File: src/hw/rtl/bwwg_pkg.sv
// Shared types, constants and helpers of the bilinear warp weight generator.
package bwwg_pkg;

  localparam int POS_W        = 10;
  localparam int BATCH_W      = 4;
  localparam int DISP_W       = 20;
  localparam int SIDE_W       = 11;
  localparam int INDEX_W      = 24;
  localparam int WEIGHT_W     = 13;
  localparam int WEIGHT_FRAC  = 12;
  localparam int CFG_IDX_W    = 1;

  localparam int FRAC_BITS_DEF = 12;
  localparam int MAX_SIDE      = 1024;
  localparam int MAX_BATCH     = 16;

  localparam logic [SIDE_W-1:0] SIDE_RESET = SIDE_W'(1024);

  typedef enum logic [CFG_IDX_W-1:0] {
    REG_WIDTH_PX  = 1'b0,
    REG_HEIGHT_PX = 1'b1
  } cfg_reg_t;

  // Which axes are wider than one pixel; a size-one axis has no ceiling neighbor.
  typedef struct packed {
    logic has_x;
    logic has_y;
  } bwwg_axes_t;

  function automatic logic [SIDE_W-1:0] sat_side(input logic [SIDE_W-1:0] v);
    logic [SIDE_W-1:0] r;
    r = v;
    if (v == '0) r = SIDE_W'(1);
    else if (32'(v) > MAX_SIDE) r = SIDE_W'(MAX_SIDE);
    return r;
  endfunction

endpackage

File: src/hw/rtl/bwwg_emit.sv
// Neighbor sequencer: holds one pixel and emits its neighbors through the output register.
module bwwg_emit import bwwg_pkg::*; #(
  parameter int FRAC_BITS = FRAC_BITS_DEF
) (
  input  logic                 clk,
  input  logic                 rst,
  input  bwwg_axes_t           axes,
  input  logic                 ld_valid,
  output logic                 ld_ready,
  input  logic [INDEX_W-1:0]   ld_pix,
  input  logic [INDEX_W-1:0]   ld_rb0,
  input  logic [INDEX_W-1:0]   ld_rb1,
  input  logic [SIDE_W-1:0]    ld_col0,
  input  logic [SIDE_W-1:0]    ld_col1,
  input  logic [FRAC_BITS-1:0] ld_frx,
  input  logic [FRAC_BITS-1:0] ld_fry,
  output logic                 out_valid,
  input  logic                 out_stall,
  output logic [INDEX_W-1:0]   sample_index,
  output logic [INDEX_W-1:0]   pixel_index,
  output logic [WEIGHT_W-1:0]  weight,
  output logic                 last
);

  localparam int FW    = FRAC_BITS + 1;
  localparam int PW    = 2 * FW;
  localparam int EW    = PW + WEIGHT_W + WEIGHT_FRAC;
  localparam int SH_R  = (2 * FRAC_BITS >= WEIGHT_FRAC) ? 2 * FRAC_BITS - WEIGHT_FRAC : 0;
  localparam int SH_L  = (2 * FRAC_BITS <  WEIGHT_FRAC) ? WEIGHT_FRAC - 2 * FRAC_BITS : 0;
  localparam logic [FW-1:0] ONE = FW'(1) << FRAC_BITS;

  logic                 d_valid;
  logic [1:0]           sel;
  logic [INDEX_W-1:0]   d_pix, d_rb0, d_rb1;
  logic [SIDE_W-1:0]    d_col0, d_col1;
  logic [FRAC_BITS-1:0] d_frx, d_fry;

  logic                 sx, sy, d_last, o_load, fire;
  logic [FW-1:0]        fx, fy;
  logic [PW-1:0]        prod;
  logic [EW-1:0]        prod_ext;
  logic [INDEX_W-1:0]   sample_next;
  logic [WEIGHT_W-1:0]  weight_next;

  assign sx     = sel[0];
  assign sy     = sel[1];
  assign d_last = (!axes.has_x || sx) && (!axes.has_y || sy);
  assign o_load = !out_valid || !out_stall;
  assign fire   = d_valid && o_load;
  assign ld_ready = !d_valid || (fire && d_last);

  always_comb begin
    fx = sx ? {1'b0, d_frx} : ONE - {1'b0, d_frx};
    fy = sy ? {1'b0, d_fry} : ONE - {1'b0, d_fry};
    prod = {{FW{1'b0}}, fx} * {{FW{1'b0}}, fy};
    prod_ext = {{(WEIGHT_W + WEIGHT_FRAC){1'b0}}, prod};
    // rescale to the output fraction, truncating dropped bits
    weight_next = WEIGHT_W'((prod_ext >> SH_R) << SH_L);
    sample_next = (sy ? d_rb1 : d_rb0) + {{(INDEX_W-SIDE_W){1'b0}}, sx ? d_col1 : d_col0};
  end

  always_ff @(posedge clk) begin
    if (rst) begin
      d_valid <= 1'b0;
      sel     <= 2'd0;
    end else if (ld_ready) begin
      d_valid <= ld_valid;
      sel     <= 2'd0;
    end else if (fire) begin
      // skip ceiling neighbors along a size-one x axis
      sel <= axes.has_x ? sel + 2'd1 : sel + 2'd2;
    end
  end

  always_ff @(posedge clk) begin
    if (ld_ready && ld_valid) begin
      d_pix  <= ld_pix;
      d_rb0  <= ld_rb0;
      d_rb1  <= ld_rb1;
      d_col0 <= ld_col0;
      d_col1 <= ld_col1;
      d_frx  <= ld_frx;
      d_fry  <= ld_fry;
    end
  end

  always_ff @(posedge clk) begin
    if (rst) begin
      out_valid <= 1'b0;
    end else if (o_load) begin
      out_valid <= d_valid;
    end
  end

  always_ff @(posedge clk) begin
    if (fire) begin
      sample_index <= sample_next;
      pixel_index  <= d_pix;
      weight       <= weight_next;
      last         <= d_last;
    end
  end

endmodule

File: src/hw/rtl/bilinear_warp_weight_generator_core.sv
// Top level of the bilinear warp weight generator.
// Usage:
//   Input requests carry one output pixel (pos_x, pos_y, batch_id) and its
//   displacement (disp_x, disp_y, signed, FRAC_BITS fraction bits). A request
//   is taken on an edge with in_valid high and in_stall low.
//   Each pixel that lands inside the image interior yields one result per
//   neighbor: four on a 2-D image, two when one side is a single pixel, one
//   when both are. Pixels outside give nothing. The last result of a pixel
//   carries last = 1. Results leave when out_valid is high and out_stall low.
//   A pixel's first result passes three compute stages, the neighbor sequencer
//   and the output register. Throughput: one result per cycle unless stalled,
//   set by the single output port; a pixel holds the sequencer until its last
//   result is sent, and a rejected pixel never enters it. Requests are taken
//   every cycle while the sequencer keeps up. A stalled receiver holds the
//   output register; the stall backs up through the stages into in_stall, and
//   nothing is dropped or repeated. The user writes the size registers on
//   the cfg channel (always ready) only while the block is idle; the block
//   does not enforce it. Reset empties all stages and sets both sizes to 1024.
module bilinear_warp_weight_generator_core import bwwg_pkg::*; #(
  parameter int FRAC_BITS = FRAC_BITS_DEF
) (
  input  logic                 clk,
  input  logic                 rst,
  input  logic                 in_valid,
  output logic                 in_stall,
  input  logic [POS_W-1:0]     pos_x,
  input  logic [POS_W-1:0]     pos_y,
  input  logic [BATCH_W-1:0]   batch_id,
  input  logic signed [DISP_W-1:0] disp_x,
  input  logic signed [DISP_W-1:0] disp_y,
  output logic                 out_valid,
  input  logic                 out_stall,
  output logic [INDEX_W-1:0]   sample_index,
  output logic [INDEX_W-1:0]   pixel_index,
  output logic [WEIGHT_W-1:0]  weight,
  output logic                 last,
  input  logic                 cfg_valid,
  output logic                 cfg_ready,
  input  logic [CFG_IDX_W-1:0] cfg_index,
  input  logic [SIDE_W-1:0]    cfg_data
);

  localparam int CW = ((SIDE_W + FRAC_BITS > DISP_W) ? SIDE_W + FRAC_BITS : DISP_W) + 2;
  localparam int WH_W = 2 * SIDE_W;

  logic [SIDE_W-1:0] width_px, height_px;
  bwwg_axes_t        axes;

  // configuration
  assign cfg_ready = 1'b1;

  always_ff @(posedge clk) begin
    if (rst) begin
      width_px  <= SIDE_RESET;
      height_px <= SIDE_RESET;
    end else if (cfg_valid && cfg_ready) begin
      case (cfg_reg_t'(cfg_index))
        REG_WIDTH_PX:  width_px  <= sat_side(cfg_data);
        REG_HEIGHT_PX: height_px <= sat_side(cfg_data);
        default: ;
      endcase
    end
  end

  assign axes.has_x = (width_px  != SIDE_W'(1));
  assign axes.has_y = (height_px != SIDE_W'(1));

  // stage A: registered request
  logic                 a_valid;
  logic [POS_W-1:0]     a_px, a_py;
  logic [BATCH_W-1:0]   a_b;
  logic [DISP_W-1:0]    a_dx, a_dy;

  // stage B: split coordinates
  logic                 b_valid;
  logic [BATCH_W-1:0]   b_b;
  logic [POS_W-1:0]     b_px;
  logic [WH_W-2:0]      b_pyw;
  logic [WH_W-1:0]      b_wh;
  logic [SIDE_W-1:0]    b_flx, b_fly;
  logic [FRAC_BITS-1:0] b_frx, b_fry;

  // stage C: products
  logic                 c_valid;
  logic [INDEX_W-1:0]   c_base, c_row0, c_pixoff;
  logic [SIDE_W-1:0]    c_flx;
  logic [FRAC_BITS-1:0] c_frx, c_fry;

  logic a_take, b_take, c_take, d_ready;

  assign c_take   = !c_valid || d_ready;
  assign b_take   = !b_valid || c_take;
  assign a_take   = !a_valid || b_take;
  assign in_stall = !a_take;

  always_ff @(posedge clk) begin
    if (rst) begin
      a_valid <= 1'b0;
    end else if (a_take) begin
      a_valid <= in_valid;
    end
  end

  always_ff @(posedge clk) begin
    if (a_take && in_valid) begin
      a_px <= pos_x;
      a_py <= pos_y;
      a_b  <= batch_id;
      a_dx <= disp_x;
      a_dy <= disp_y;
    end
  end

  // A -> B: displaced position, interior check, size products
  logic [CW-1:0]     cx, cy, lim_x, lim_y;
  logic [SIDE_W-1:0] wm1, hm1;
  logic              x_ok, y_ok, in_ok;
  logic [WH_W-1:0]   wh_c, pyw_c;

  always_comb begin
    wm1 = width_px - SIDE_W'(1);
    hm1 = height_px - SIDE_W'(1);
    cx = {{(CW-POS_W-FRAC_BITS){1'b0}}, a_px, {FRAC_BITS{1'b0}}}
       + {{(CW-DISP_W){a_dx[DISP_W-1]}}, a_dx};
    cy = {{(CW-POS_W-FRAC_BITS){1'b0}}, a_py, {FRAC_BITS{1'b0}}}
       + {{(CW-DISP_W){a_dy[DISP_W-1]}}, a_dy};
    lim_x = {{(CW-SIDE_W-FRAC_BITS){1'b0}}, wm1, {FRAC_BITS{1'b0}}};
    lim_y = {{(CW-SIDE_W-FRAC_BITS){1'b0}}, hm1, {FRAC_BITS{1'b0}}};
    x_ok = !axes.has_x || (!cx[CW-1] && cx < lim_x);
    y_ok = !axes.has_y || (!cy[CW-1] && cy < lim_y);
    in_ok = ({1'b0, a_px} < width_px) && ({1'b0, a_py} < height_px)
         && (32'(a_b) < MAX_BATCH) && x_ok && y_ok;
    wh_c  = {{SIDE_W{1'b0}}, width_px} * {{SIDE_W{1'b0}}, height_px};
    pyw_c = {{(WH_W-POS_W){1'b0}}, a_py} * {{SIDE_W{1'b0}}, width_px};
  end

  always_ff @(posedge clk) begin
    if (rst) begin
      b_valid <= 1'b0;
    end else if (b_take) begin
      // drop pixels that give no result
      b_valid <= a_valid && in_ok;
    end
  end

  always_ff @(posedge clk) begin
    if (b_take && a_valid) begin
      b_b   <= a_b;
      b_px  <= a_px;
      b_pyw <= pyw_c[WH_W-2:0];
      b_wh  <= wh_c;
      b_flx <= cx[FRAC_BITS +: SIDE_W];
      b_fly <= cy[FRAC_BITS +: SIDE_W];
      b_frx <= cx[FRAC_BITS-1:0];
      b_fry <= cy[FRAC_BITS-1:0];
    end
  end

  // B -> C: batch offset and row offset
  logic [SIDE_W-1:0]  fly_eff;
  logic [INDEX_W-1:0] base_c, row0_c, pixoff_c;

  always_comb begin
    // a size-one axis clamps its floor neighbor to 0
    fly_eff  = axes.has_y ? b_fly : '0;
    base_c   = INDEX_W'({{(INDEX_W-BATCH_W){1'b0}}, b_b} * {{(INDEX_W-WH_W){1'b0}}, b_wh});
    row0_c   = INDEX_W'({{(INDEX_W-SIDE_W){1'b0}}, fly_eff}
                      * {{(INDEX_W-SIDE_W){1'b0}}, width_px});
    pixoff_c = {{(INDEX_W-WH_W+1){1'b0}}, b_pyw} + {{(INDEX_W-POS_W){1'b0}}, b_px};
  end

  always_ff @(posedge clk) begin
    if (rst) begin
      c_valid <= 1'b0;
    end else if (c_take) begin
      c_valid <= b_valid;
    end
  end

  always_ff @(posedge clk) begin
    if (c_take && b_valid) begin
      c_base   <= base_c;
      c_row0   <= row0_c;
      c_pixoff <= pixoff_c;
      c_flx    <= axes.has_x ? b_flx : '0;
      c_frx    <= b_frx;
      c_fry    <= b_fry;
    end
  end

  // C -> sequencer: final index bases
  logic [INDEX_W-1:0] pix_c, rb0_c, rb1_c;
  logic [SIDE_W-1:0]  col1_c;

  always_comb begin
    pix_c  = c_base + c_pixoff;
    rb0_c  = c_base + c_row0;
    rb1_c  = c_base + c_row0 + {{(INDEX_W-SIDE_W){1'b0}}, width_px};
    col1_c = c_flx + SIDE_W'(1);
  end

  bwwg_emit #(
    .FRAC_BITS (FRAC_BITS)
  ) u_emit (
    .clk          (clk),
    .rst          (rst),
    .axes         (axes),
    .ld_valid     (c_valid),
    .ld_ready     (d_ready),
    .ld_pix       (pix_c),
    .ld_rb0       (rb0_c),
    .ld_rb1       (rb1_c),
    .ld_col0      (c_flx),
    .ld_col1      (col1_c),
    .ld_frx       (c_frx),
    .ld_fry       (c_fry),
    .out_valid    (out_valid),
    .out_stall    (out_stall),
    .sample_index (sample_index),
    .pixel_index  (pixel_index),
    .weight       (weight),
    .last         (last)
  );

endmodule

File: config.mk
export PLATFORM = sky130hd
export DESIGN_NAME = bilinear_warp_weight_generator_core
export DESIGN_NICKNAME = d
export VERILOG_FILES = /design/src/hw/rtl/bwwg_pkg.sv /design/src/hw/rtl/bwwg_emit.sv /design/src/hw/rtl/bilinear_warp_weight_generator_core.sv
export SDC_FILE = /design/constraint.sdc
export NUM_CORES = 2
export LEC_CHECK = 0
export BUFFER_PORTS_ARGS = -buffer_cell sky130_fd_sc_hd__buf_2
export CAP_MARGIN = 20
export CORE_ASPECT_RATIO = 1.1
export CORE_MARGIN = 2
export CORE_UTILIZATION = 40
export CTS_CLUSTER_DIAMETER = 100
export DETAILED_ROUTE_END_ITERATION = 8
export GPL_TIMING_DRIVEN = 1
export SLEW_MARGIN = 15
export SYNTH_ARGS = -nofsm -noshare
export SYNTH_HDL_FRONTEND = slang
export SYNTH_HIERARCHICAL = 1
export SYNTH_SLANG_ARGS = --single-unit
File: constraint.sdc
create_clock -name clk -period 22.3 [get_ports clk]
set_clock_uncertainty 0.2 [all_clocks]
set_input_delay 4.46 -clock clk [delete_from_list [all_inputs] [get_ports clk]]
set_output_delay 4.46 -clock clk [all_outputs]
set_load 0.02 [all_outputs]
Yosys cells after proc, flatten, opt, wreduce, memory -nomap -nowiden
Index checks and enable logic that the tools add are counted.
{ "op_classes": {"n_addsub": 14, "n_mul": 5, "order_cmp": 5, "eq_ne": 2, "muxes": 8, "n_bitwise": 1, "reduce_logical": 37} }
{ "ops": {"columns": ["op", "count"], "rows": [
  ["less-than comparator 25 x 23 -> 1 bit", 2],
  ["adder 23 x 20 -> 24 bit", 2],
  ["adder 24 x 11 -> 24 bit", 2],
  ["multiplier 11 x 11 -> 22 bit", 2],
  ["2-to-1 mux 11 bit", 4],
  ["2-to-1 mux 13 bit", 2],
  ["subtractor 13 x 12 -> 13 bit, first input constant", 2],
  ["multiplier 13 x 13 -> 25 bit", 1],
  ["adder 24 x 22 -> 24 bit", 1],
  ["adder 24 bit", 1],
  ["multiplier 4 x 22 -> 24 bit", 1],
  ["2-to-1 mux 24 bit", 1],
  ["adder 21 x 10 -> 22 bit", 1],
  ["less-than comparator 10 x 11 -> 1 bit", 2],
  ["inequality test 11 x 1 -> 1 bit, second input constant", 2],
  ["subtractor 11 x 1 -> 11 bit, second input constant", 2],
  ["multiplier 10 x 11 -> 21 bit", 1],
  ["logical AND 1 bit", 13],
  ["adder 11 x 1 -> 11 bit, second input constant", 1],
  ["greater-than comparator 11 bit, second input constant", 1],
  ["zero test 1 bit", 11],
  ["zero test 11 bit", 1],
  ["logical OR 1 bit", 9],
  ["AND reduction 2 bit", 2],
  ["other kinds (5)", 5]
]} }
{ "word_totals": {"regBits": 481, "in_bits": 81, "output_inout_bits": 65} }

Longest topological paths before layout
{ "depth": {"word_depth": 10, "depth_mapped": 28, "depth_no_buf": 25} }

Modules after synthesis
The synthesis kept the hierarchy.
{ "modules_own_cells": {"columns": ["mod", "n_inst", "cells_per_inst", "area_each_um2", "seq_area_each_um2"], "rows": [
  ["bilinear_warp_weight_generator_core", 1, 2867, 28721.3, 8608.3],
  ["bwwg_emit", 1, 1064, 12607.1, 5485.3]
]} }

Worst setup path before layout
No wires, ideal clock.
{ "synth_timing": {"kind": "input-to-reg", "from": "input out_stall", "to": "register c_base[0], enable pin", "setup_time_ns": 0.578, "arrival_time_ns": 14.441, "required_ns": 21.522, "path_slack_ns": 7.081, "cell_stages": 5, "path_cell_list": "a21boi_0 -> nand2_1 -> nand2_1 -> nor2b_1 -> nor2b_1"} }
{ "synth_via": {"elab_chain_len": 7} }
{ "synth_rtl": {"columns": ["item", "line_no", "rtl"], "rows": [
  ["start, declared", "bilinear_warp_weight_generator_core.sv:32", "input logic out_stall,"],
  ["zero test 1 bit", "bwwg_emit.sv:48", "assign o_load = !out_valid || !out_stall;"],
  ["logical OR 1 bit", "bwwg_emit.sv:48", null],
  ["logical AND 1 bit", "bwwg_emit.sv:49", "assign fire = d_valid && o_load;"],
  ["logical AND 1 bit", "bwwg_emit.sv:50", "assign ld_ready = !d_valid || (fire && d_last);"],
  ["logical OR 1 bit", "bwwg_emit.sv:50", null],
  ["via d_ready", "bilinear_warp_weight_generator_core.sv:89", "logic a_take, b_take, c_take, d_ready;"],
  ["logical OR 1 bit", "bilinear_warp_weight_generator_core.sv:91", "assign c_take = !c_valid || d_ready;"],
  ["logical AND 1 bit", "bilinear_warp_weight_generator_core.sv:181", "if (c_take && b_valid) begin"],
  ["end signal, assigned", "bilinear_warp_weight_generator_core.sv:182", "c_base <= base_c;"],
  ["end, declared", "bilinear_warp_weight_generator_core.sv:85", "logic [INDEX_W-1:0] c_base, c_row0, c_pixoff;"]
]} }
The timed path passes the listed nets, and every way through them passes these cells.
A chain may end at the register's enable or synchronous reset.

Final worst setup path
{ "layout_timing": {"from": "input out_stall", "to": "output in_stall"} }
{ "layout_via": {"elab_chain_len": 9} }
{ "layout_rtl": {"columns": ["item", "line_no", "rtl"], "rows": [
  ["zero test 1 bit", "bwwg_emit.sv:48", null],
  ["logical OR 1 bit", "bwwg_emit.sv:48", null],
  ["logical AND 1 bit", "bwwg_emit.sv:49", null],
  ["via u_emit.fire", "bwwg_emit.sv:38", "logic sx, sy, d_last, o_load, fire;"],
  ["logical AND 1 bit", "bwwg_emit.sv:50", null],
  ["logical OR 1 bit", "bwwg_emit.sv:50", null],
  ["via d_ready", "bilinear_warp_weight_generator_core.sv:89", null],
  ["logical OR 1 bit", "bilinear_warp_weight_generator_core.sv:91", null],
  ["logical OR 1 bit", "bilinear_warp_weight_generator_core.sv:92", "assign b_take = !b_valid || c_take;"],
  ["logical OR 1 bit", "bilinear_warp_weight_generator_core.sv:93", "assign a_take = !a_valid || b_take;"],
  ["zero test 1 bit", "bilinear_warp_weight_generator_core.sv:94", "assign in_stall = !a_take;"],
  ["end, declared", "bilinear_warp_weight_generator_core.sv:25", "output logic in_stall,"]
]} }
The timed path passes the listed nets, and every way through them passes these cells.

==> run summary <==
outcome: complete, no violations
Seq/Total Area, Yosys: 34.1%
max-cap violations: 0
setup slack, reg-to-reg: 14.52 ns
share of the synthesized area in the top cell type: 32.7%
CTS tree: done
die span in x: 310 um
critical register-to-register path startpoint: height_px[2]$_SDFFE_PP0P_
Crit. End Element: output port
Hold Crit Class: flop to flop
synthesized flop and latch total: 479
Yosys top cell by area: edfxtp_1
sequential share of power: 44.2%
GPL Wtd Cong: 0.882
CTS Root Cell: clkbuf_16
# IOs: 146
layout cell share with drive strength beyond 1: 8.24%
Routed Wire Length: 98600 um
total gr overflow: 0
area of the multi-input gates: 24600 um2
RSZ-0062 raised after global routing: no
chip height: 341 um
P&R area growth vs syn: 9.69%
placed instance count: 5352
PostCTS Resize Cnt: 0
max_slew headroom: 29.1%
Peak Freq: 89.1 MHz
dominant cells by area after synthesis: edfxtp_1 (33%), fa_1 (19%), ha_1 (12%), inv_1 (5.2%), nand2_1 (4.0%)
Iter 0 DRT Violations: 1874
Post-synth EDFFs: 450
core region area: 102000 um2
WL/cell: 18.1 um
Post-CTS Setup Bufs: 0
fin cells: 5456
Clock Power Share: 37.6%
Worst-Margin Slew: 1.06 ns
fin crit period: 11.22 ns
RR Endpoint: c_row0[20]$_DFFE_PP_
Leakage Power: 20.1 nW
CP arrival: 6.56 ns
HPWL after detailed placement: 76100 um
CP max stage delay: 0.50 ns
CP cell instances: buf_2 -> a21boi_4 -> buf_4 -> nand2_1 -> nand2_1 -> nor2b_1 -> and3_1 -> buf_2
Hold Vio Cnt, Final: 0
IO Port Bufs: 144
WS Path Type: input pin to output port
Post-synth top flop: edfxtp_1
TNS Setup: 0 ns
clock sink count: 479
H-tree depth: 2
part of the cycle the worst path needs: 50.3%
Post-Syn Instances: 3931
pwr/cell area: 52.8 nW/um2
CTS Buffer Depth: 3
average size of a mapped cell: 10.5 um2
maximum vdd drop: 47.4 uV
initial antenna violation count: 11
row cnt: 123
Worst Path Max Fanout: 65
FF+latch area: 14100 um2
Switching Share: 28.7%
clock slew at reported path FFs: 0.06 ns
CP Launch Point: out_stall
worst-skew pair later-pin latency: 0.68 ns
CP Data Required Time: 17.64 ns
Worst Setup EP: in_stall
type of origin of the critical path: input pin
vias in the first global route: 28163
Via Count: 27924
largest net degree at the start of global routing: 84
initial core utilization: 40.4%
Routed Antenna Nets: 0
CTS buffer count: 54
Pint: 1.71 mW
cts hold-fix bufs: 0
CP max stage cell: nor2b_1
# setup viols final: 0
R2R cell count: 22
post-synthesis net count: 4816
DRC: 0
nets@finish: 4920
vias per cell: 5.12
Synth Warn #: 6
GRT Resource Usage Total: 19.1%
Psw: 0.687 mW
Synth cell types: 96
first-pass GRT wire length: 157000 um
Comb power frac: 18.3%
ys async rst share: 0%
drt first pass iters: 5
Final Max Slew Viols: 0
Post-Syn Area: 41300 um2
Layout fillers: 9625
die area: 106000 um2
[final cells by class]
type,instances,share of cell area [%]
Multi-Input combinational cell,2747,54.3
Clock buffer,67,3.16
Timing Repair Buffer,173,2.07
Inverter,580,4.80
Sequential cell,479,31.1
Tap cell,1375,3.79
Clock inverter,32,0.770
Antenna cell,3,0.0166
[critical path, delay by kind of cell]
family / cells / cell delay [ns]
simple gates: 4 / 1.31
buf+inv: 3 / 0.67
compound gates: 1 / 0.06
[cell usage in the layout (no fill, tap or decap), types with 11 or more instances in the layout]
cell type / netlist / final
nand3_1: 62 / 62
buf_4: 1 / 29
clkbuf_1: 115 / 11
nand2b_1: 14 / 14
nand4_1: 12 / 12
nor4_1: 12 / 12
mux2i_1: 17 / 17
fa_1: 396 / 396
dfxtp_1: 29 / 28
and2_1: 146 / 144
xor2_1: 78 / 77
edfxtp_1: 450 / 450
a21boi_0: 13 / 12
o21bai_1: 24 / 24
nand3b_1: 15 / 15
a21o_1: 52 / 52
nor2_1: 221 / 221
o21a_1: 27 / 27
and3_1: 84 / 84
or3_1: 12 / 12
nor2b_1: 31 / 29
a31oi_1: 17 / 17
nor3_1: 41 / 41
mux2_2: 24 / 24
o21ai_0: 73 / 73
o211ai_1: 20 / 20
a211oi_1: 13 / 13
clkbuf_16: 0 / 55
inv_1: 572 / 572
ha_1: 408 / 408
nor3b_1: 11 / 11
xnor2_1: 172 / 172
a21oi_1: 177 / 177
buf_2: 6 / 144
nand2_1: 443 / 443
[Yosys cell counts, types with 5 or more instances]
library cell,n
nand2_1,443
o211ai_1,20
a21oi_1,177
xnor2_1,172
nand3b_1,15
nor3b_1,11
o21a_1,27
o41ai_1,5
dfxtp_1,29
a32oi_1,5
nor2_1,221
buf_2,6
and2_1,146
ha_1,408
xor2_1,78
o31ai_1,8
mux2_2,24
mux2i_1,17
a21o_1,52
nand3_1,62
nor3_1,41
nand4b_1,5
fa_1,396
edfxtp_1,450
o21bai_1,24
a31oi_1,17
inv_1,572
or2_2,7
nor4_1,12
a211o_1,8
nand4_1,12
o21ai_0,73
nand2b_1,14
a41oi_1,6
a21boi_0,13
a211oi_1,13
and3_1,84
clkbuf_1,115
nor2b_1,31
clkinv_1,6
or3_1,12
o2111ai_1,7
[state kept, by name, summed over array words and instances, names as in the netlist, 12 cells and up]
| name | flops |
|---|---|
| a_dx | 20 |
| a_dy | 20 |
| b_frx | 12 |
| b_fry | 12 |
| b_pyw | 21 |
| b_wh | 22 |
| c_base | 24 |
| c_frx | 12 |
| c_fry | 12 |
| c_pixoff | 22 |
| c_row0 | 22 |
| u_emit/d_frx | 12 |
| u_emit/d_fry | 12 |
| u_emit/d_pix | 24 |
| u_emit/d_rb0 | 24 |
| u_emit/d_rb1 | 24 |
| u_emit/pixel_index | 24 |
| u_emit/sample_index | 24 |
| u_emit/weight | 13 |
[power groups by stage]
stage                     clock [mW]  sequential [mW]  combinational [mW]
final                          0.899             1.06               0.437
after global routing           0.957             1.06               0.495
after CTS                      0.926             1.06               0.439
after detailed placement           0             1.08               0.434
after global placement             0             1.08               0.430
after floorplan                    0             1.06               0.320
[layer usage]
layer / up-vias / share of wire (%) / track usage, %
met3: 158 / 4.8 / 2.66
met5: - / 0 / 0
met1: 13792 / 43 / 24.8
met2: 630 / 49 / 32.4
li1: 13344 / - / -
met4: 0 / 3.5 / 6.66
[how the worst min path moves through the flow]
stage,from,end,slack (ns),cells after the start
3_5_place_dp,a_dx[10]$_DFFE_PP_,b_frx[10]$_DFFE_PP_,0.20,0
5_1_grt,b_fry[8]$_DFFE_PP_,c_fry[8]$_DFFE_PP_,0.21,0
2_1_floorplan,a_b[0]$_DFFE_PP_,b_b[0]$_DFFE_PP_,0.20,0
6_report,b_frx[8]$_DFFE_PP_,c_frx[8]$_DFFE_PP_,0.19,0
4_1_cts,b_fry[8]$_DFFE_PP_,c_fry[8]$_DFFE_PP_,0.21,0
3_3_place_gp,c_fry[7]$_DFFE_PP_,u_emit/d_fry[7]$_DFFE_PP_,0.20,0
[cells by family after synthesis]
| kind of cell | share of synthesized area, % |
|---|---|
| AND/OR/NAND/NOR | 13.3 |
| adder cells (fa/ha/maj) | 31.5 |
| buffers and inverters | 6.43 |
| AO/OA/AOI/OAI | 8.10 |
| flip-flops | 34.1 |
| XOR/XNOR | 5.48 |
| multiplexers | 1.07 |
| other | 0.00907 |
[per-stage QoR]
stage	hold slack [ns]	power (mW)	util (%)	area (um2)	worst slack, ns
after floorplan	0.200	1.38	-	41300	7.08
after global placement	0.200	1.51	42.5	43500	11.04
after detailed placement	0.205	1.51	42.5	43500	11.03
after CTS	0.205	2.42	44.3	45300	11.02
after global routing	0.207	2.51	44.3	45300	10.92
final	0.193	2.39	44.3	45300	11.08
No activity file was read; power rests on OpenSTA's default activity.
